$ cat src/hw/rtl/triangle_tangent_basis_core_assert.svh
// Assertion macros shared by the tangent basis block.
`ifndef TRIANGLE_TANGENT_BASIS_CORE_ASSERT_SVH
`define TRIANGLE_TANGENT_BASIS_CORE_ASSERT_SVH

// Clocked assertion, checking suspended while reset is applied.
`define TTB_ASSERT(lbl, prop, msg) \
    lbl: assert property (@(posedge clk) disable iff (!rst_n) prop) \
        else $error(msg);

// Implication form: when ante holds, cons must hold in the same cycle.
`define TTB_ASSERT_IMPL(lbl, ante, cons, msg) \
    `TTB_ASSERT(lbl, (ante) |-> (cons), msg)

`endif

$ cat src/hw/rtl/ttb_pkg.sv
// Types, widths and status codes of the triangle tangent basis block.
package ttb_pkg;

    localparam int POS_W   = 32;
    localparam int UV_W    = 16;
    localparam int OUT_W   = 16;
    localparam int E_W     = POS_W + 1;
    localparam int D_W     = UV_W + 1;
    localparam int P_W     = E_W + D_W;
    localparam int V_W     = P_W + 1;
    localparam int TB_W    = $clog2(V_W);
    localparam int TOP_BIT = 29;
    localparam int S_W     = TOP_BIT + 1;
    localparam int SUM_W   = 64;
    localparam int L_W     = 32;
    localparam int QB      = OUT_W - 1;
    localparam int N_W     = S_W + OUT_W - 1;
    localparam int Q_DEPTH = 2;
    localparam int UNIT    = 1 << (OUT_W - 2);

    localparam logic [1:0] STATUS_OK       = 2'd0;
    localparam logic [1:0] STATUS_DET_ZERO = 2'd1;
    localparam logic [1:0] STATUS_LEN_ZERO = 2'd2;

    typedef logic signed [E_W-1:0] edge_t;
    typedef logic signed [D_W-1:0] duv_t;

    typedef struct packed {
        logic signed [POS_W-1:0] pos_x;
        logic signed [POS_W-1:0] pos_y;
        logic signed [POS_W-1:0] pos_z;
        logic signed [UV_W-1:0]  tex_u;
        logic signed [UV_W-1:0]  tex_v;
    } corner_t;

    typedef struct packed {
        logic signed [OUT_W-1:0] tangent_x;
        logic signed [OUT_W-1:0] tangent_y;
        logic signed [OUT_W-1:0] tangent_z;
        logic signed [OUT_W-1:0] binormal_x;
        logic signed [OUT_W-1:0] binormal_y;
        logic signed [OUT_W-1:0] binormal_z;
        logic [1:0]              status;
    } result_t;

    typedef struct packed {
        edge_t [2:0] e1;
        edge_t [2:0] e2;
        duv_t        du1;
        duv_t        dv1;
        duv_t        du2;
        duv_t        dv2;
    } job_t;

endpackage

$ cat src/hw/rtl/ttb_queue.sv
// Two-entry job queue between the corner front end and the math back end.
module ttb_queue (
    input  logic          clk,
    input  logic          rst_n,
    input  logic          wr_en,
    input  ttb_pkg::job_t wr_data,
    output logic          full,
    input  logic          rd_en,
    output ttb_pkg::job_t rd_data,
    output logic          rd_valid
);
    import ttb_pkg::*;

    localparam int PTR_W = (Q_DEPTH > 1) ? $clog2(Q_DEPTH) : 1;
    localparam int CNT_W = $clog2(Q_DEPTH + 1);

    job_t             mem_reg [Q_DEPTH];
    logic [PTR_W-1:0] wptr_reg;
    logic [PTR_W-1:0] rptr_reg;
    logic [CNT_W-1:0] count_reg;
    logic             do_wr;
    logic             do_rd;

    assign full     = (count_reg == CNT_W'(Q_DEPTH));
    assign rd_valid = (count_reg != '0);
    assign rd_data  = mem_reg[rptr_reg];
    assign do_wr    = wr_en && !full;
    assign do_rd    = rd_en && rd_valid;

    always_ff @(posedge clk)
    begin
        if (do_wr)
        begin
            mem_reg[wptr_reg] <= wr_data;
        end
    end

    always_ff @(posedge clk or negedge rst_n)
    begin
        if (!rst_n)
        begin
            wptr_reg  <= '0;
            rptr_reg  <= '0;
            count_reg <= '0;
        end
        else
        begin
            if (do_wr)
            begin
                wptr_reg <= (wptr_reg == PTR_W'(Q_DEPTH - 1)) ? '0 : wptr_reg + 1'b1;
            end
            if (do_rd)
            begin
                rptr_reg <= (rptr_reg == PTR_W'(Q_DEPTH - 1)) ? '0 : rptr_reg + 1'b1;
            end
            if (do_wr && !do_rd)
            begin
                count_reg <= count_reg + 1'b1;
            end
            else if (do_rd && !do_wr)
            begin
                count_reg <= count_reg - 1'b1;
            end
        end
    end

endmodule

$ cat config.mk
export PLATFORM = sky130hd
export DESIGN_NAME = ttb_queue
export DESIGN_NICKNAME = d
export VERILOG_FILES = /design/src/hw/rtl/triangle_tangent_basis_core_assert.svh /design/src/hw/rtl/ttb_pkg.sv /design/src/hw/rtl/ttb_queue.sv
export SDC_FILE = /design/constraint.sdc
export NUM_CORES = 1
export LEC_CHECK = 0
export ABC_AREA = 1
export ABC_CLOCK_PERIOD_IN_PS = 16190
export BUFFER_PORTS_ARGS = -buffer_cell sky130_fd_sc_hd__buf_2
export CORE_ASPECT_RATIO = 0.5
export CORE_MARGIN = 2
export CORE_UTILIZATION = 54
export CTS_BUF_LIST = sky130_fd_sc_hd__clkbuf_2
export CTS_CLUSTER_SIZE = 12
export DETAILED_ROUTE_END_ITERATION = 6
export PLACE_DENSITY = 0.81
export REMOVE_ABC_BUFFERS = 1
export SLEW_MARGIN = 20
export SYNTH_ARGS = -nofsm -noshare
export SYNTH_HDL_FRONTEND = slang
export SYNTH_SLANG_ARGS = --single-unit
$ cat constraint.sdc
create_clock -name clk -period 16.19 [get_ports clk]
set_input_delay 3.238 -clock clk [delete_from_list [all_inputs] [get_ports clk]]
set_output_delay 3.238 -clock clk [all_outputs]
set_load 0.005 [all_outputs]
Word level (Yosys, flattened, before mapping)
Memory sizes are Yosys's and may differ from the RTL's. Cells that the tools add are included.

Memory bits (writable): 532. Word-level logic and storage cells: 24. Memories: 1. Input port bits: 270. Register bits: 4.

Memories: mem_reg (words 2, width 266, read ports 1, clocked after Yosys merged registers in 0, write ports 1, line ttb_queue.sv:17) `job_t mem_reg [Q_DEPTH];`.

Reductions and logical operators: 9. $add $sub $neg: 4. Mux-type cells: 6. Eq/ne operators: 1.

Operator list (number): 1-bit logical AND (4); 1-bit two-way mux (4); 2-bit two-way mux (2); 2-bit nonzero test (2); 1-bit logical NOT (3); 1-bit adder (second input constant) (2); 2-bit by 1-bit adder with 2-bit output (second input constant) (1); 2-bit equality test (second input constant) (1); 2-bit by 1-bit subtractor with 2-bit output (second input constant) (1).

Logic depth before layout (Yosys ltp)
Gate-level depths: netlist (run 1).

Depth after elaboration: 7. Depth in mapped cells: 9. Mapped depth without buffers: 9.

Worst setup path before layout (run 1)
OpenSTA, ideal clock, no wires.

Path kind: input port to flip-flop. Start: input port wr_en. End: memory mem_reg[1][0] (netlist name) (enable). Path slack: 0.934 ns. Data arrival time: 14.359 ns. Library setup time: 0.898 ns. Required time: 15.292 ns. Stages on the path: 2. Path through: o21ai_0 > nor2_1.

Word-level cells in the longest chain between the ends: 3.

Ends and longest elaborated chain: start: declaration (line ttb_queue.sv:5) `input logic wr_en,`; 1-bit logical AND (line ttb_queue.sv:27) `assign do_wr = wr_en && !full;`; 1-bit two-way mux (line ttb_queue.sv:32) `if (do_wr)`; 1-bit two-way mux (implied by the code) (line ttb_queue.sv:34) `mem_reg[wptr_reg] <= wr_data;`; end: declaration (line ttb_queue.sv:17).

No other way between the ends.

==> results of run 1 <==
worst paths after layout:
path                            cells after the start  slack, ns          from       endpoint
worst min register to register                      2       0.50  count_reg[1]   count_reg[1]
min in group asynchronous                           1       2.05         rst_n   count_reg[0]
worst max-delay path                                5       8.99      rptr_reg   rd_data[230]
max in group asynchronous                           1      13.98         rst_n       rptr_reg
worst min-delay path                                2       0.50  count_reg[1]   count_reg[1]
worst max register to register                      5      12.85  count_reg[1]  mem_reg[1][0]
layout by cell type (no fill, tap or decap), drive strengths merged:
cell	n
dfrtp	4
edfxtp	532
ha	1
nand3	2
clkbuf	169
nor2	3
diode	22
nand2	809
clkinv	9
buf	548
inv	11
nand4	1
o21ai	1
clkinvlp	1
bufinv	4
xnor2	1
where the power goes:
part | internal, mW | switching [mW] | leakage (nW)
registers | 1.89 | 0.0892 | 5.00
clock network | 0.335 | 0.495 | 0.786
logic | 0.426 | 0.867 | 4.66
total | 2.65 | 1.45 | 10.4
tightest hold or removal path: cells and delay by family, from the launching register on:
kind	cells	cell delay (ns)
flops	1	0.37
simple gates	2	0.11
cells by family (layout without fill, tap and decap cells):
family | count (synthesis) | after routing | synth area share, %
compound gates | 1 | 1 | 0.0254
buf+inv | 67 | 742 | 2.55
xor+xnor | 1 | 1 | 0.0445
flops | 536 | 536 | 81.7
simple gates | 815 | 815 | 15.6
other cells | 0 | 22 | 0
fa+ha+maj | 1 | 1 | 0.0636
metal layers:
| layer | wire (um) | vias up | GRT usage (%) | share of wire (%) |
|---|---|---|---|---|
| li1 | - | 6110 | - | - |
| met1 | 18000 | 6304 | 29.6 | 36 |
| met2 | 25800 | 542 | 43.4 | 52 |
| met3 | 3160 | 179 | 6.75 | 6.4 |
| met4 | 2750 | 6 | 14.0 | 5.5 |
| met5 | 42 | - | 0 | 0.085 |
area by class of cell:
type	count	share of cell area (%)
tap	484	2.56
clock buffer	169	3.57
multi-input combinational	818	13.1
sequential	536	67.9
antenna	22	0.232
inverter	8	0.190
clock inverter	17	0.729
timing repair buffer	548	11.8
through the flow:
| step | setup slack (ns) | total power, mW | hold slack (ns) |
|---|---|---|---|
| floorplan | 0.934 | 2.80 | 0.442 |
| global placement | 9.53 | 3.27 | 0.458 |
| detailed placement | 9.95 | 3.31 | 0.466 |
| CTS | 8.83 | 4.13 | 0.495 |
| global route | 8.66 | 4.34 | 0.530 |
| finish | 8.99 | 4.10 | 0.497 |
==> reports/results.txt, run 1 <==
Ratio of final minimum period to clock period: 44.5%. After routing the design area is 0.0237 mm2. Grouping stages by cell kind, the critical path spends the most delay in buffers and inverters.

The initial utilization of the core area, before any placement, comes to 54.7%. The run gives 0 as the number of maximum-capacitance violations. Registers take 0.0161 mm2. TritonCTS built the clock tree. At the worst endpoint, the required time is 12.95 ns. Setup violations remaining at the end of the flow were counted as 0. The final max-slew violation count came out at 0. The count of nets after finishing is 2295, and the routed wire length per instance is 19.1 um. On the critical path, the stage with the largest delay is an instance of buf_4. Row generation in the floorplan step produced 49 rows. Summing all multi-input logic gate instances after layout gives 0.00310 mm2. The run gives 0.132 mV as the maximum resistive drop on vdd.

The fraction of the yosys area taken by sequential cells is 81.7%, and the number of gates resized after cts is 0. The tools report the CTS H-tree depth as 3. For this run, the slowest stage of the critical path takes 0.90 ns. The overall via count from detail_route is 13141.

The most prevalent standard cell on the critical path is nand2_1. The setup path with the least slack is of type reg2out. The number of storage elements in the synthesis netlist was 536; the post-detailed-route DRC marker count was 14. The area overhead of the layout relative to synthesis works out to 20.5%.

The worst pin sits at a relative slew slack of 27.6%. After filler insertion, the fill cell instance count of the layout stands at 2675. The chip width came out at 274 um. The run finished, with violations left.

Buffers placed on the I/O ports in this run total 537. The largest clock skew in the final design is 0.0451 ns. The commonest cells after synthesis are 809 x nand2_1, 532 x edfxtp_1, 27 x buf_2, 25 x buf_6, 7 x inv_1. Entering global routing, the biggest net connects 176 pins. The share of synthesized flip-flops with an asynchronous set or reset works out to 0.746%. The post-CTS repair timing setup buffer count was 0. The tools report the global placement routability congestion as 0.915.

The signal on the critical path passes through inv_8 -> buf_4 -> nand2_1 -> nand2_1 -> buf_2. Counting tap cells, the placed design contains a total of 2394 instances. The register with the most flip-flops in the layout has 532 of them. Detailed placement ended at an HPWL of 32400 um. The clock-pin slew on the worst setup and hold paths came out at 0.10 ns.

The most frequently used flop master after synthesis is edfxtp_1. The peak clock frequency supported by timing was 139 MHz. Data arrives at the worst endpoint at 3.97 ns. For the utilization after layout, the log shows 66.0%. The core region is 0.0359 mm2. The tools report the global route total overflow as 0. The total number of yosys warnings was 0. The worst setup path is launched from a flip-flop. Height of the die: 139 um. Counting flops with a built-in enable in the synthesized netlist gives 532. Yosys instantiated no cell more often than nand2_1. Of the cells placed in the final design, the portion with a size suffix greater than 1 is 34.8%.

Clock tree synthesis selected as its root buffer the cell clkbuf_2. The final layout contains routed wiring with a total length of 49700 um. Yosys attributes the largest share of cell area to edfxtp_1 81%, nand2_1 15%, buf_6 1.4%.

The die covers 0.0381 mm2. The total CTS buffers was 112. The length of the first detailed-routing pass in iterations was 7. The largest total area in the synthesized netlist belongs to edfxtp_1. The first-iteration detailed-routing DRC count was 1084; the average via count per standard cell was 5.05.

For the number of global-route vias before repair, the log shows 12959. Boundary pin count: 538. The path category of the worst min-delay check was reg2reg. The run gives 0 as the hold buffer count at CTS. The checks that failed: design-rule violations.

The tools report the standby leakage power as 10.4 nW. Counting every instance in the synthesized netlist gives 1421. The power density of the placed cells is 173 mW/mm2, and the number of antenna violations at the first check in global routing is 22. The placed instances occupy a cell area of 0.0226 mm2.

The remaining number of nets flagged by the antenna check after routing was 0. The synthesized netlist occupies a cell area of 0.0197 mm2. For the wire length of the first global-routing pass, the log shows 72400 um. The final cell count without fillers was 2602; the clock net sink count was 536. The logs give 25.4% for the global routing usage summed across all routing layers and 0 ns for the post-route setup TNS. The number of failing hold endpoints at the final stage is 0, and the time the final worst path needs with I/O delays and setup is 7.20 ns. The number of buffer and inverter stages on the critical path came out at 3. The share of synthesized area in the top cell type comes to 81.2%. Clock latency on the worst-skew pair, taken at its later pin, is 1.01 ns.

The number of distinct library cells after synthesis was 16. Endpoint kind of the worst setup timing path: an output port. The post-synthesis average cell area came out at 13.8 um2. No sink is reached through more buffers than the 3 on the longest clock path.

At the pin with the least slew margin, the transition time is 1.09 ns. Setup repair after global routing left no endpoint under its margin. Of all nets on the critical path, the largest fanout is 175.
Note: power is estimated with default switching activity, not from simulation.
==> run 2, diff against run 1 <==
--- a/config.mk
+++ b/config.mk
@@ -6,15 +6,15 @@
 export NUM_CORES = 1
 export LEC_CHECK = 0
 export ABC_AREA = 1
-export ABC_CLOCK_PERIOD_IN_PS = 16190
+export ABC_CLOCK_PERIOD_IN_PS = 6190
 export BUFFER_PORTS_ARGS = -buffer_cell sky130_fd_sc_hd__buf_2
 export CORE_ASPECT_RATIO = 0.5
 export CORE_MARGIN = 2
-export CORE_UTILIZATION = 54
+export CORE_UTILIZATION = 49
 export CTS_BUF_LIST = sky130_fd_sc_hd__clkbuf_2
 export CTS_CLUSTER_SIZE = 12
 export DETAILED_ROUTE_END_ITERATION = 6
-export PLACE_DENSITY = 0.81
+export PLACE_DENSITY = 0.77
 export REMOVE_ABC_BUFFERS = 1
 export SLEW_MARGIN = 20
 export SYNTH_ARGS = -nofsm -noshare
==> constraint.sdc (replaced) <==
create_clock -name clk -period 6.19 [get_ports clk]
set_input_delay 1.238 -clock clk [delete_from_list [all_inputs] [get_ports clk]]
set_output_delay 1.238 -clock clk [all_outputs]
set_load 0.005 [all_outputs]
==> run 2 against run 1 <==
Net effect:
- the flow now finishes without violations
- power rose to 2.6 times the previous value
- sequential cell count is the same
- combinational power grew to 2.6 times the previous value
- clock power up 140%
- cell count is 1.8% higher
- worst setup slack got worse by 7.4 ns
- sequential power grew to 2.6 times the previous value
- die area up 10%
==> reports/results.txt, run 2 (synthesis gave the netlist of run 1 again) <==
For the final setup violation count, the log shows 0 (unchanged). The clock-pin slew on the worst setup and hold paths came out at 0.12 ns (+0.02 ns). The ratio of final minimum period to clock period was 74.5%; the maximum root-to-sink buffer count was 3 (unchanged).

For the number of global-route vias before repair, the log shows 13167 (+1.6%). For the first-iteration detailed-routing DRC count, the log shows 913 (-16%). The required arrival time at the worst endpoint was 4.95 ns (-8.00 ns); the global route total overflow was 0 (unchanged). Number of antenna violations at the first check in global routing: 23 (+4.5%). The flow ran to the end, and the final reports show no timing, DRC or antenna violations. The path category of the worst min-delay check is in2reg. The quantity of I/O buffers inserted on ports was 537 (unchanged). Time the final worst path needs with I/O delays and setup: 4.61 ns. For the post-route cell area, the log shows 0.0237 mm2 (about the same).

The number of failing hold endpoints at the final stage came out at 0 (unchanged). The clock net sink count is 536 (unchanged). The average via count per standard cell was 4.93 (-2.3%). The number of gates resized after cts is 0 (unchanged), and the chip width is 287 um (+4.9%). The final max-slew violation count is 0 (unchanged). The critical path is of the reg2out type. The most common library cell in the layout ignoring fill and taps was nand2_1. For the overall via count from detail_route, the log shows 13063 (-0.59%). The number of fill cells in the layout is 3155 (+18%), and the global routing usage summed across all routing layers is 23.6% (-1.8 points). The tools report the post-detailed-route DRC marker count as 0 (-14). The number of maximum-capacitance violations was 0 (unchanged); the largest clock skew in the final design was 0.0611 ns (+0.0160 ns). STA classifies the critical path startpoint as a flip-flop. For the standby leakage power, the log shows 10.4 nW (-0.54%). Setup repair after global routing left no endpoint under its margin. Number of flip-flops under the largest register name: 532 (unchanged).

The maximum fanout count along the critical path works out to 119 (-32%). The run gives 0 (unchanged) as the remaining number of nets flagged by the antenna check after routing. For the maximum resistive drop on vdd, the log shows 0.353 mV (+170%). The height of the die was 146 um (+4.8%); the length of the first detailed-routing pass in iterations was 5 (-2). The area overhead of the layout relative to synthesis was 20.4% (about the same). The boundary pin count was 538 (unchanged); the placed instance area was 0.0227 mm2 (+0.38%).

The CTS H-tree depth is 3 (unchanged). The run gives 217 MHz as the peak clock frequency supported by timing. Initial core utilization: 50.1% (-4.6 points).

The logs give 34100 um (+5.1%) for the detailed-placement wirelength estimate and 2648 (+1.8%) for the final cell count without fillers. The critical path arrival came out at 3.37 ns (-0.60 ns). The wire length of the first global-routing pass is 73900 um (+2.1%). The full die area was 0.0419 mm2 (+10%).

The placeable core area came out at 0.0392 mm2 (+9.2%). The run gives 134 (-24%) as the pin count of the biggest net entering global routing. The relative max-transition margin came out at 35.9% (+8.2 points). The power density of the placed cells was 443 mW/mm2 (+160%); the placement row count was 51 (+4.1%). The global placement routability congestion was 0.931 (+1.7%); the worst-skew pair later-pin latency was 0.99 ns (-0.02 ns). The total CTS buffers is 113 (+0.89%), and the post-CTS repair timing setup buffer count is 0 (unchanged). Leaving out fill and tap cells, the most frequent cells in the layout are 809 x nand2_1, 537 x buf_2, 532 x edfxtp_1, 164 x clkbuf_2, 17 x clkinv_1. The routed wire length per instance was 19.1 um (+0.12%). Clock root buffer: clkbuf_2.

The share of cells above drive strength 1 was 34.3% (-0.49 points). STA classifies the critical path endpoint as an output port. The tools report the number of placed instances with taps included as 2438 (+1.8%). The logs give 50600 um (+1.9%) for the total wire length and 2295 (unchanged) for the count of nets after finishing. TritonCTS built the clock tree. The transition time of the tightest slew-check pin was 0.962 ns (-0.123 ns).
[run 2: cell types whose count changed in the layout (fill, tap and decap cells not counted), sizes merged]
cell | before | now
buf | 548 | 546
clkinv | 9 | 20
clkbuf | 169 | 164
bufinv | 4 | 0
dlygate4sd3 | 0 | 1
diode | 22 | 24
inv | 11 | 9
clkinvlp | 1 | 0
[run 2: layer usage]
layer  track usage, %  up-vias  wire [um]
li1                 -     6079          -
met4             16.0        0       2930
met1             26.0     6287      18000
met3             5.45      184       2480
met2             41.0      513      27200
met5                0        -          0
[run 2: critical path, stage by stage, from the launching register on]
cell and delay (ns):
dfrtp_4 0.78, inv_8 0.56, buf_12 0.48, nand2_1 0.11, nand2_1 0.17, buf_2 0.14
[run 2: report_power, final]
part	leakage (nW)	internal [mW]	switching, mW
clock network	0.724	0.692	1.28
logic	4.67	1.12	2.20
registers	5.00	4.94	0.268
total	10.4	6.75	3.74
[run 2: repair_timing]
item | 4_1_cts | 5_1_grt
endpoints found under the setup margin | 0 | 0
hold buffers | 1 | 0
hold endpoints to repair | 4 | 0
[run 2: layout make-up]
cell class	instances	area, um2	share of cell area (%)
Sequential cell	536	16100	67.9
Tap cell	530	663	2.80
Clock buffer	164	821	3.47
Multi-Input combinational cell	818	3100	13.1
Timing Repair Buffer	547	2830	11.9
Inverter	8	45.0	0.190
Antenna cell	24	60.1	0.254
Clock inverter	21	82.6	0.349
[run 2: metrics by stage]
stage / power [mW] / hold slack [ns] / setup TNS, ns / utilization, % / setup slack [ns]
after detailed placement: 8.64 / 0.462 / 0 / 57.9 / 2.58
after CTS: 10.6 / 0.248 / 0 / 60.2 / 1.38
after global routing: 11.1 / 0.260 / 0 / 60.3 / 1.23
after global placement: 8.56 / 0.454 / 0 / 57.9 / 2.63
final: 10.5 / 0.420 / 0 / 60.3 / 1.58
after floorplan: 7.33 / 0.442 / -2730.55 / - / -7.07
[run 2: worst paths after layout]
check,start,end,slack (ns),cells after the start
setup / recovery,rptr_reg,rd_data[167],1.58,5
hold / removal,wr_data[183],mem_reg[0][183],0.42,1
setup reg to reg,count_reg[1],mem_reg[0][1],3.53,6
hold reg to reg,count_reg[1],count_reg[1],0.48,2
max in group asynchronous,rst_n,rptr_reg,5.44,2
min in group asynchronous,rst_n,count_reg[1],0.59,2
