## config.mk

```make
export PLATFORM = sky130hd
export DESIGN_NAME = ttb_front
export DESIGN_NICKNAME = d
export VERILOG_FILES = /design/src/hw/rtl/triangle_tangent_basis_core_assert.svh /design/src/hw/rtl/ttb_pkg.sv /design/src/hw/rtl/ttb_front.sv
export SDC_FILE = /design/constraint.sdc
export NUM_CORES = 1
export LEC_CHECK = 0
export BUFFER_PORTS_ARGS = -buffer_cell sky130_fd_sc_hd__buf_2
export CORE_AREA = 4 4 205 207
export CTS_CLUSTER_DIAMETER = 40
export DETAILED_ROUTE_END_ITERATION = 10
export DIE_AREA = 0 0 209 211
export GPL_TIMING_DRIVEN = 0
export PLACE_DENSITY = 0.85
export SLEW_MARGIN = 20
export SYNTH_ARGS = -nofsm -noshare
export SYNTH_HDL_FRONTEND = slang
export SYNTH_SLANG_ARGS = --single-unit
export TNS_END_PERCENT = 5
```

## constraint.sdc

```tcl
create_clock -name clk -period 21.2 [get_ports clk]
set_clock_uncertainty 0.2 [all_clocks]
set_input_delay 3.18 -clock clk [delete_from_list [all_inputs] [get_ports clk]]
set_output_delay 3.18 -clock clk [all_outputs]
set_load 0.1 [all_outputs]
```

## src/hw/rtl/triangle_tangent_basis_core_assert.svh

```systemverilog
// Assertion macros shared by the tangent basis block.
`ifndef TRIANGLE_TANGENT_BASIS_CORE_ASSERT_SVH
`define TRIANGLE_TANGENT_BASIS_CORE_ASSERT_SVH

// Clocked assertion, checking suspended while reset is applied.
`define TTB_ASSERT(lbl, prop, msg) \
    lbl: assert property (@(posedge clk) disable iff (!rst_n) prop) \
        else $error(msg);

// Implication form: when ante holds, cons must hold in the same cycle.
`define TTB_ASSERT_IMPL(lbl, ante, cons, msg) \
    `TTB_ASSERT(lbl, (ante) |-> (cons), msg)

`endif

```

## src/hw/rtl/ttb_pkg.sv

```systemverilog
// Types, widths and status codes of the triangle tangent basis block.
package ttb_pkg;

    localparam int POS_W   = 32;
    localparam int UV_W    = 16;
    localparam int OUT_W   = 16;
    localparam int E_W     = POS_W + 1;
    localparam int D_W     = UV_W + 1;
    localparam int P_W     = E_W + D_W;
    localparam int V_W     = P_W + 1;
    localparam int TB_W    = $clog2(V_W);
    localparam int TOP_BIT = 29;
    localparam int S_W     = TOP_BIT + 1;
    localparam int SUM_W   = 64;
    localparam int L_W     = 32;
    localparam int QB      = OUT_W - 1;
    localparam int N_W     = S_W + OUT_W - 1;
    localparam int Q_DEPTH = 2;
    localparam int UNIT    = 1 << (OUT_W - 2);

    localparam logic [1:0] STATUS_OK       = 2'd0;
    localparam logic [1:0] STATUS_DET_ZERO = 2'd1;
    localparam logic [1:0] STATUS_LEN_ZERO = 2'd2;

    typedef logic signed [E_W-1:0] edge_t;
    typedef logic signed [D_W-1:0] duv_t;

    typedef struct packed {
        logic signed [POS_W-1:0] pos_x;
        logic signed [POS_W-1:0] pos_y;
        logic signed [POS_W-1:0] pos_z;
        logic signed [UV_W-1:0]  tex_u;
        logic signed [UV_W-1:0]  tex_v;
    } corner_t;

    typedef struct packed {
        logic signed [OUT_W-1:0] tangent_x;
        logic signed [OUT_W-1:0] tangent_y;
        logic signed [OUT_W-1:0] tangent_z;
        logic signed [OUT_W-1:0] binormal_x;
        logic signed [OUT_W-1:0] binormal_y;
        logic signed [OUT_W-1:0] binormal_z;
        logic [1:0]              status;
    } result_t;

    typedef struct packed {
        edge_t [2:0] e1;
        edge_t [2:0] e2;
        duv_t        du1;
        duv_t        dv1;
        duv_t        du2;
        duv_t        dv2;
    } job_t;

endpackage

```

## src/hw/rtl/ttb_front.sv

```systemverilog
// Corner collector: keeps two corners and forms edge and UV deltas on the third.
module ttb_front (
    input  logic             clk,
    input  logic             rst_n,
    input  logic             push,
    input  ttb_pkg::corner_t corner,
    output logic             full,
    output logic             job_push,
    output ttb_pkg::job_t    job,
    input  logic             queue_full
);
    import ttb_pkg::*;

    corner_t    kept_reg [2];
    logic [1:0] count_reg;
    logic       accept;
    logic       third;

    assign third    = (count_reg == 2'd2);
    assign full     = third && queue_full;
    assign accept   = push && !full;
    assign job_push = accept && third;

    always_comb
    begin
        job.e1[0] = E_W'(kept_reg[1].pos_x) - E_W'(kept_reg[0].pos_x);
        job.e1[1] = E_W'(kept_reg[1].pos_y) - E_W'(kept_reg[0].pos_y);
        job.e1[2] = E_W'(kept_reg[1].pos_z) - E_W'(kept_reg[0].pos_z);
        job.e2[0] = E_W'(corner.pos_x) - E_W'(kept_reg[0].pos_x);
        job.e2[1] = E_W'(corner.pos_y) - E_W'(kept_reg[0].pos_y);
        job.e2[2] = E_W'(corner.pos_z) - E_W'(kept_reg[0].pos_z);
        job.du1   = D_W'(kept_reg[1].tex_u) - D_W'(kept_reg[0].tex_u);
        job.dv1   = D_W'(kept_reg[1].tex_v) - D_W'(kept_reg[0].tex_v);
        job.du2   = D_W'(corner.tex_u) - D_W'(kept_reg[0].tex_u);
        job.dv2   = D_W'(corner.tex_v) - D_W'(kept_reg[0].tex_v);
    end

    always_ff @(posedge clk)
    begin
        if (accept && !third)
        begin
            kept_reg[count_reg[0]] <= corner;
        end
    end

    always_ff @(posedge clk or negedge rst_n)
    begin
        if (!rst_n)
        begin
            count_reg <= 2'd0;
        end
        else if (accept)
        begin
            count_reg <= third ? 2'd0 : count_reg + 2'd1;
        end
    end

endmodule

```

After elaboration in Yosys (flattened, before gate mapping)
Memory sizes are Yosys's and may differ from the RTL's.
Index checks and enable logic that the tools add are counted.
Storage, ports and cells
  register bits: 2
  memory bits (writable): 256
  bits of input ports: 132
  logic and storage cells: 23
  memories: 1
Cells by class
  $add $sub $neg: 11
  equality and inequality tests: 1
  mux-type cells: 3
  reduce and logical (&&, ||, !) cells: 6
Memory list
  kept_reg: words 2, bits a word 128, read ports 2, clocked after memory_dff 0, wr ports 1, line ttb_front.sv:14  | corner_t kept_reg [2];
Operator list (count)
  $sub A32 B32 Y33: 6
  $sub A16 B16 Y17: 4
  $logic_and A1 B1 Y1: 4
  $add A2 B1 Y2 const B: 1
  $eq A2 B2 Y1 const B: 1
  $logic_not A1 Y1: 2
  $mux W1: 2
  $mux W2: 1

Longest topological paths before layout
Gate-level depths: netlist (run 1).
  depth after elaboration: 7
  mapped depth: 13
  depth with buffers taken out: 13

Worst setup path before layout (run 1)
OpenSTA, ideal clock, no wires.
  path type: in2reg
  start: input push
  end: memory kept_reg[0][0] (netlist name), enable pin
  setup time: 775 ps
  arrival: 11907 ps
  required time: 20225 ps
  setup slack: 8318 ps
  stages: 2
  buffers on the path: 0
  cell sequence: inv_1 -> nor3_1
Between the ends
  longest elaborated chain between the ends: 4
RTL lines
  start, declared: line ttb_front.sv:5  | input logic push,
  $logic_and A1 B1 Y1: line ttb_front.sv:21  | assign accept = push && !full;
  $logic_and A1 B1 Y1: line ttb_front.sv:40  | if (accept && !third)
  $mux W1: line ttb_front.sv:40
  $mux W1 (implied by the code): line ttb_front.sv:42  | kept_reg[count_reg[0]] <= corner;
  end, declared: line ttb_front.sv:14
No other way between the ends.

==> impl_metrics.json, run 1 <==
{
  "outcome": "finished, final reports clean",
  "synth_edf_count": 256,
  "cp_slowest_cell": "o31ai_1",
  "drtIter0Drc": 938,
  "ctsHtreeMaxLevel": 2,
  "antenna_found_initial": 10,
  "synth_seq_cells": 258,
  "fp.dieH_microns": 211,
  "die_w_microns": 209,
  "cts-root-buf": "clkbuf_16",
  "finalWorstSetupSlack_ns": 10.59,
  "final-setup-viol-count": 0,
  "path_clk_slew_ns": 0.06,
  "num_rows": 74,
  "drc_errors": 0,
  "synth_area_sq_um": 19800,
  "rsz0062_at_grt": "false",
  "synth_cell_types": 69,
  "wire_per_inst_microns": 18.1,
  "vias": 17150,
  "grt_pass1_vias": 17211,
  "gp_congestion": 0.937,
  "crit_buf_inv": 3,
  "syn_inst": 1990,
  "layout_commonest_cell": "buf_2",
  "dpl-instance-area_sq_um": 22700,
  "crit_arrival_ns": 7.23,
  "mostFrequentLayoutCells": "buf_2 (400), ha_1 (256), edfxtp_1 (256)",
  "drt_pass1_iterations": 5,
  "post-place-ws_ns": 10.70,
  "clk_latency_ns": 0.56,
  "core_area_sq_um": 40400,
  "worst_pin_slew_ns": 0.721,
  "yosysTopAreaCellShare_pct": 38.7,
  "ys_warn_count": 0,
  "die_area_sq_um": 44100,
  "grt_start_max_net_pins": 37,
  "dp_hpwl_microns": 43700,
  "setup_tns_ns": 0,
  "grt_pass1_wl_microns": 86100,
  "yosys-top-cells-area": "edfxtp_1 (39%), ha_1 (16%), xnor2_1 (6.0%)",
  "cap_violations": 0,
  "start_util_pct": 49.2,
  "wl_microns": 54700,
  "synthArstFlopShare_pct": 0.775,
  "ioPinCount": 400,
  "crit_type": "input port to primary output",
  "post_cts_resized": 0,
  "relSlewSlack_pct": 51.7,
  "cts_tree": "yes",
  "startpoint_type": "input port",
  "critPathRequiredTime_ns": 17.82,
  "finalMaxSlewViolations": 0,
  "viasPerCell": 5.66,
  "hp-class": "flop to flop",
  "nNetsFinal": 2853,
  "avgSynthCellArea_sq_um": 9.97,
  "drt.antenna.violating_nets": 0,
  "fmax_mhz": 94.2,
  "cp_top_family": "compound AO/OA/AOI/OAI gates",
  "syn_nets": 2388,
  "fin_crit_sh_pct": 50.0,
  "post_cts.repair.setup_buffers": 0,
  "areaGrowthSynthToFinish_pct": 22.1,
  "layout-drive-gt1-share_pct": 20.7,
  "slowest_delay_ns": 0.56,
  "crit_fanout": 3,
  "grt_overflow": 0,
  "grtUsageTotal_pct": 23.7,
  "fin_area_sq_um": 24200,
  "ys_dominant_reg_cell": "edfxtp_1",
  "synth_area_leader_cell": "edfxtp_1",
  "hold_violations": 0,
  "cts_buffer_depth": 3,
  "seq_area_frac_synth_pct": 39.0,
  "largest_reg_flops": 256,
  "crit_path_cell_trace": "buf_2, inv_1, ha_1, fa_1, nand3b_1, a31oi_1, a221oi_1, a21oi_1, a32oi_1, o21ai_0, a21oi_1, o31ai_1, a211oi_1, xnor2_1, buf_2",
  "port_buffers": 399,
  "end_kind": "primary output",
  "cts_buffers": 44,
  "holdBufCountCts": 0,
  "cts.sinks": 258,
  "period_minus_slack_ns": 10.61
}
synthesized netlist by cell type (3+ instances only):
master	number
nand2b_1	18
nor4_1	3
a31o_2	5
clkbuf_1	14
and4_1	7
nor3_1	23
o21ai_1	3
a21boi_0	16
a31oi_1	30
a41o_1	6
o31ai_1	11
ha_1	256
a221o_1	3
a311oi_1	5
edfxtp_1	256
a21o_1	117
nor2_1	129
o21a_1	37
nand3_1	35
nand4_1	19
o211ai_1	10
a21oi_1	161
xor2_1	72
a311o_1	4
or2_2	4
o21bai_1	28
and3_1	19
o41ai_1	4
o21ai_0	96
fa_1	10
o41a_1	3
or3_1	8
o31a_1	8
inv_1	216
nand2_1	104
and2_1	10
o221a_2	3
nor2b_1	44
xnor2_1	136
a221oi_1	4
a211oi_1	12
o2111ai_1	5
metal layers:
layer | vias to the layer above | GRT usage, % | share of wire [%] | routed length [microns]
met5 | - | 0 | 0.099 | 54
met4 | 8 | 9.54 | 3.9 | 2150
met3 | 149 | 5.44 | 6.9 | 3790
met2 | 642 | 42.5 | 50 | 27200
met1 | 8087 | 27.4 | 39 | 21500
li1 | 8264 | - | - | -
kinds of logic (layout without fill, tap and decap cells):
family / after synthesis / after routing / synth area share (%)
simple gates: 428 / 428 / 10.3
buf+inv: 231 / 730 / 4.37
xor+xnor: 208 / 208 / 9.18
flops: 258 / 258 / 39.0
other cells: 0 / 7 / 0
fa+ha+maj: 266 / 266 / 17.1
compound gates: 599 / 599 / 20.0
final cells by class:
type                            count  area [sq um]
Fill cell                        3247         16100
Multi-Input combinational cell   1501         11300
Sequential cell                   258          7740
Timing Repair Buffer              419          2190
Clock buffer                       49          1140
Inverter                          216           811
Tap cell                          532           666
Clock inverter                     31           359
Buffer                             15          57.6
Antenna cell                        7          17.5
final timing paths:
check,cells after the start,end,slack (ns),startpoint
min reg2reg,1,count_reg[1]$_DFFE_PN0P_,0.34,count_reg[1]$_DFFE_PN0P_
max in group asynchronous,1,count_reg[1]$_DFFE_PN0P_,18.50,rst_n
min in group asynchronous,1,count_reg[0]$_DFFE_PN0P_,2.20,rst_n
min,1,count_reg[1]$_DFFE_PN0P_,0.34,count_reg[1]$_DFFE_PN0P_
max,15,job[98],10.59,corner[96]
max reg2reg,7,kept_reg[0][28]$_DFFE_PP_,18.36,count_reg[1]$_DFFE_PN0P_
stage by stage:
step	util (%)	cells	hold slack [ns]
final	60.0	3028	0.338
after global routing	60.0	3027	0.354
after CTS	60.0	3021	0.336
after detailed placement	56.3	2941	0.326
after global placement	55.8	2921	0.286
after floorplan	-	1990	0.272
Power of run 1 is not shown: default switching activity piles up to over one toggle a cycle in this logic, so the estimate is an artifact.
==> inputs of run 2 (changes only) <==
Settings changed: ABC_AREA set to 1, CORE_AREA 4 4 205 207 to 4 4 236 238, DIE_AREA 0 0 209 211 to 0 0 240 242, PLACE_DENSITY 0.85 to 0.83.
Clock period 21.2 ns to 10.3 ns, I/O delays scaled along.
==> run 2 against run 1 <==
Area after synthesis grew 34%. Final area grew 28%. Critical path depth shrank 2. Critical path type unchanged. Highest routed layer unchanged.
==> impl_metrics.json, run 2 <==
{
  "path_clk_slew_ns": 0.05,
  "vias": 26527,
  "viasPerCell": 4.94,
  "hp-class": "flop to flop",
  "grt_pass1_wl_microns": 124000,
  "ys_warn_count": 0,
  "synth_edf_count": 256,
  "end_kind": "primary output",
  "grt_overflow": 0,
  "synth_area_sq_um": 26500,
  "slowest_delay_ns": 0.49,
  "syn_nets": 4585,
  "wire_per_inst_microns": 14.4,
  "rsz0062_at_grt": "false",
  "ioPinCount": 400,
  "grt_pass1_vias": 24839,
  "fp.dieH_microns": 242,
  "synthArstFlopShare_pct": 0.775,
  "yosys-top-cells-count": "nand2_1 (1676), inv_1 (997), nor2_1 (292)",
  "gp_congestion": 0.965,
  "r2r-start": "count_reg[0]$_DFFE_PN0P_",
  "drt_pass1_iterations": 8,
  "dp_hpwl_microns": 65400,
  "outcome": "finished, final reports clean",
  "post_cts_resized": 0,
  "grt_start_max_net_pins": 32,
  "wl_microns": 77300,
  "cts.sinks": 258,
  "die_area_sq_um": 58100,
  "crit_arrival_ns": 3.85,
  "timing.critical_path.to": "job[113]",
  "cp_slowest_cell": "buf_2",
  "whs_ns": 0.418,
  "path_common_cell": "nand2_1",
  "period_minus_slack_ns": 5.59,
  "layout-drive-gt1-share_pct": 12.0,
  "cap_violations": 0,
  "synth_area_leader_cell": "edfxtp_1",
  "largest_reg_flops": 256,
  "fin_crit_sh_pct": 54.3,
  "worstReg2RegEnd": "kept_reg[0][96]$_DFFE_PP_",
  "final-setup-viol-count": 0,
  "crit_type": "input port to primary output",
  "r2r_cells": 8,
  "startpoint_type": "input port",
  "synth_cell_types": 26,
  "core_area_sq_um": 53600,
  "fmax_mhz": 179,
  "cts_tree": "yes",
  "fillers": 5048,
  "ctsHtreeMaxLevel": 2,
  "start_util_pct": 49.5,
  "holdBufCountCts": 0,
  "yosysMostFrequentCell": "nand2_1",
  "areaGrowthSynthToFinish_pct": 17.0,
  "worst_pin_slew_ns": 0.818,
  "post_cts.repair.setup_buffers": 0,
  "mostFrequentLayoutCells": "nand2_1 (1676), inv_1 (997), buf_2 (399)",
  "drt.antenna.violating_nets": 0,
  "seq_area_frac_synth_pct": 29.2,
  "yosys-top-cells-area": "edfxtp_1 (29%), nand2_1 (24%), inv_1 (14%)",
  "num_rows": 85,
  "cts-root-buf": "clkbuf_16",
  "avgSynthCellArea_sq_um": 6.34,
  "crit_start": "corner[64]",
  "nNetsFinal": 5039,
  "cts_buffer_depth": 3,
  "ys_dominant_reg_cell": "edfxtp_1",
  "drc_errors": 0,
  "yosysTopAreaCellShare_pct": 29.0,
  "setup_tns_ns": 0,
  "hold_violations": 0,
  "crit_fanout": 3,
  "layout_commonest_cell": "nand2_1",
  "crit_path_cell_trace": "buf_2, inv_1, ha_1, fa_1, inv_1, nand2_1, nand2_1, nand3_1, nand2_2, nand2_1, nand2_2, xor2_1, buf_2",
  "antenna_found_initial": 6,
  "cts_buffers": 40,
  "synth_seq_cells": 258,
  "syn_inst": 4187,
  "port_buffers": 399,
  "finalMaxSlewViolations": 0,
  "drtIter0Drc": 1667,
  "critPathRequiredTime_ns": 8.56,
  "r2r_slack_ns": 7.39,
  "die_w_microns": 240,
  "relSlewSlack_pct": 44.9,
  "grtUsageTotal_pct": 25.9,
  "clk_latency_ns": 0.55
}
[run 2: metal layers]
metal | wire (microns) | GRT usage (%) | up-vias
met3 | 5060 | 3.57 | 156
met4 | 2760 | 8.32 | 4
met2 | 36500 | 45.0 | 813
met1 | 33000 | 33.1 | 11881
met5 | 25 | 0 | -
li1 | - | - | 13673
[run 2: critical path: cells and delay by family]
family / cells / cell delay, ns
XOR/XNOR: 1 / 0.29
adder cells (fa/ha/maj): 2 / 0.65
buffers and inverters: 4 / 0.80
AND/OR/NAND/NOR: 6 / 0.55
[run 2: worst min path at each step]
stage	startpoint	endpoint	slack [ns]	depth (start not counted)
CTS	count_reg[1]$_DFFE_PN0P_	count_reg[1]$_DFFE_PN0P_	0.42	1
finish	count_reg[1]$_DFFE_PN0P_	count_reg[1]$_DFFE_PN0P_	0.42	1
global route	count_reg[1]$_DFFE_PN0P_	count_reg[1]$_DFFE_PN0P_	0.46	1
global placement	count_reg[1]$_DFFE_PN0P_	count_reg[1]$_DFFE_PN0P_	0.34	1
detailed placement	count_reg[1]$_DFFE_PN0P_	count_reg[1]$_DFFE_PN0P_	0.40	1
floorplan	count_reg[1]$_DFFE_PN0P_	count_reg[1]$_DFFE_PN0P_	0.33	1
[run 2: layout make-up]
class	instances	area, sq um	area share [%]
antenna	5	12.5	0.0403
inverter	997	3740	12.1
clock buffer	42	1010	3.25
tap	696	871	2.81
buffer	4	30.0	0.0968
timing repair buffer	412	2230	7.19
clock inverter	32	357	1.15
sequential	258	7740	24.9
multi-input combinational	2928	15000	48.5
[run 2: kinds of logic (layout without fill, tap and decap cells)]
| group | after synthesis | count (layout) | synth area share, % |
|---|---|---|---|
| simple gates | 2305 | 2305 | 34.8 |
| buf+inv | 1001 | 1487 | 14.2 |
| fa+ha+maj | 266 | 266 | 12.8 |
| flops | 258 | 258 | 29.2 |
| compound gates | 236 | 236 | 4.97 |
| xor+xnor | 121 | 121 | 3.99 |
| other cells | 0 | 5 | 0 |
[run 2: through the flow]
step | setup slack [ns] | std cells | util (%) | area [sq um]
floorplan | 2.33 | 4187 | - | 26500
global placement | -0.314 | 5282 | 54.9 | 29400
detailed placement | 4.75 | 5295 | 55.3 | 29700
CTS | 4.74 | 5369 | 57.9 | 31000
global route | 4.63 | 5373 | 57.9 | 31000
finish | 4.71 | 5374 | 57.9 | 31000
Power of run 2 is left out for the same reason.
==> inputs of run 3 (changes only) <==
Settings changed: PLACE_DENSITY 0.83 to 0.86.
Clock period 10.3 ns to 4.8 ns, I/O delays scaled along.
==> run 3 against run 2 <==
Critical path depth decreased by 2. Non-clock buffer count grew 1. Routed wire length is 0.71% higher. Setup slack got worse by 4.0 ns. Final area is essentially flat. Core utilization barely moved. Cell count barely moved. Hold slack got worse by 0.26 ns. Die area unchanged.
==> impl_metrics.json, run 3 (same netlist as run 2, synthesis figures left out) <==
{
  "fp.dieH_microns": 242,
  "setup_tns_ns": 0,
  "fmax_mhz": 246,
  "crit_cells": 11,
  "largest_reg_flops": 256,
  "wl_met3_microns": 5260,
  "slowest_delay_ns": 0.48,
  "post-place-ws_ns": 0.912,
  "cts_tree": "yes",
  "mostFrequentLayoutCells": "nand2_1 (1676), inv_1 (997), buf_2 (399)",
  "ioPinCount": 400,
  "r2r_slack_ns": 1.82,
  "cts.sinks": 258,
  "layout_commonest_cell": "nand2_1",
  "timing.critical_path.to": "job[179]",
  "dpl-instance-area_sq_um": 29700,
  "grt_start_max_net_pins": 31,
  "cap_violations": 0,
  "post_cts_resized": 0,
  "r2r_cells": 8,
  "fin_crit_sh_pct": 84.7,
  "wl_met2_microns": 36900,
  "cts_buffers": 39,
  "path_common_cell": "nand2_1",
  "final-setup-viol-count": 0,
  "critPathRequiredTime_ns": 3.88,
  "post_cts.repair.setup_buffers": 0,
  "finalMaxSlewViolations": 0,
  "dp_hpwl_microns": 65700,
  "fin_area_sq_um": 31000,
  "grt_pass1_vias": 25031,
  "placedCellCount": 5295,
  "areaGrowthSynthToFinish_pct": 17.0,
  "end_kind": "primary output",
  "wl_microns": 77900,
  "worstReg2RegEnd": "kept_reg[0][112]$_DFFE_PP_",
  "drtIter0Drc": 1853,
  "startpoint_type": "flop",
  "rsz0062_at_grt": "false",
  "crit_buf_inv": 2,
  "layout-drive-gt1-share_pct": 12.0,
  "ctsHtreeMaxLevel": 2,
  "fillers": 5054,
  "wl_met1_microns": 32700,
  "start_util_pct": 49.5,
  "vias": 26531,
  "crit_path_cell_trace": "ha_1, fa_1, inv_1, nand2_1, nand2_1, nand3_1, nand2_2, nand2_1, nand2_2, xor2_1, buf_2",
  "drt_pass1_iterations": 6,
  "holdBufCountCts": 1,
  "num_rows": 85,
  "drc_errors": 0,
  "cp_slowest_cell": "buf_2",
  "crit_fanout": 3,
  "die_w_microns": 240,
  "grtUsageTotal_pct": 26.0,
  "hp-class": "input port to flop",
  "drt.antenna.violating_nets": 0,
  "crit_start": "kept_reg[0][96]$_DFFE_PP_",
  "port_buffers": 399,
  "cts-root-buf": "clkbuf_16",
  "nNetsFinal": 5039,
  "hold_violations": 0,
  "cts_buffer_depth": 3,
  "period_minus_slack_ns": 4.06,
  "relSlewSlack_pct": 41.2,
  "viasPerCell": 4.94,
  "antenna_found_initial": 10,
  "clk_latency_ns": 0.54,
  "outcome": "finished, final reports clean",
  "path_clk_slew_ns": 0.06,
  "routed.top_layer": "met5",
  "cp_top_family": "adder cells",
  "grt_overflow": 0,
  "grt_pass1_wl_microns": 124000,
  "finalWorstSetupSlack_ns": 0.735,
  "r2r-start": "count_reg[0]$_DFFE_PN0P_",
  "finalNonFillerCells": 5375,
  "worst_pin_slew_ns": 0.873,
  "crit_type": "flop to primary output",
  "core_area_sq_um": 53600,
  "crit_arrival_ns": 3.14,
  "wire_per_inst_microns": 14.5,
  "gp_congestion": 0.954,
  "die_area_sq_um": 58100
}
==> run 3: worst min path at each step <==
stage / start / endpoint / slack, ns / cells after the start
after floorplan: rst_n / count_reg[0]$_DFFE_PN0P_ / 0.22 / 0
after global placement: rst_n / count_reg[1]$_DFFE_PN0P_ / 0.31 / 1
after detailed placement: rst_n / count_reg[0]$_DFFE_PN0P_ / 0.31 / 1
after CTS: corner[16] / kept_reg[0][16]$_DFFE_PP_ / 0.13 / 1
after global routing: corner[18] / kept_reg[0][18]$_DFFE_PP_ / 0.14 / 1
final: corner[16] / kept_reg[0][16]$_DFFE_PP_ / 0.16 / 1
==> run 3: layout make-up <==
| type | count | area, sq um | area share (%) |
|---|---|---|---|
| Antenna cell | 8 | 20.0 | 0.0645 |
| Buffer | 4 | 30.0 | 0.0967 |
| Clock buffer | 42 | 1020 | 3.28 |
| Clock inverter | 29 | 338 | 1.09 |
| Inverter | 997 | 3740 | 12.1 |
| Multi-Input combinational cell | 2928 | 15000 | 48.5 |
| Sequential cell | 258 | 7740 | 24.9 |
| Tap cell | 696 | 871 | 2.81 |
| Timing Repair Buffer | 413 | 2240 | 7.22 |
==> run 3: stage by stage <==
| step | util, % | hold slack (ns) |
|---|---|---|
| 2_1_floorplan | - | 0.224 |
| 3_3_place_gp | 54.9 | 0.306 |
| 5_1_grt | 57.9 | 0.137 |
| 6_report | 57.9 | 0.162 |
| 3_5_place_dp | 55.3 | 0.310 |
| 4_1_cts | 57.9 | 0.129 |
==> run 3: layer usage <==
| metal | up-vias | GRT usage (%) |
|---|---|---|
| met4 | 8 | 8.66 |
| met5 | - | 0 |
| met1 | 11843 | 32.3 |
| met3 | 173 | 4.43 |
| li1 | 13656 | - |
| met2 | 851 | 45.5 |
==> run 3: worst register-to-register path, delay by kind of cell, from the launching register on <==
family | cells | cell delay [ns]
compound gates | 1 | 0.29
buf+inv | 5 | 0.97
simple gates | 2 | 0.82
flops | 1 | 0.39
Power of run 3 is left out for the same reason.
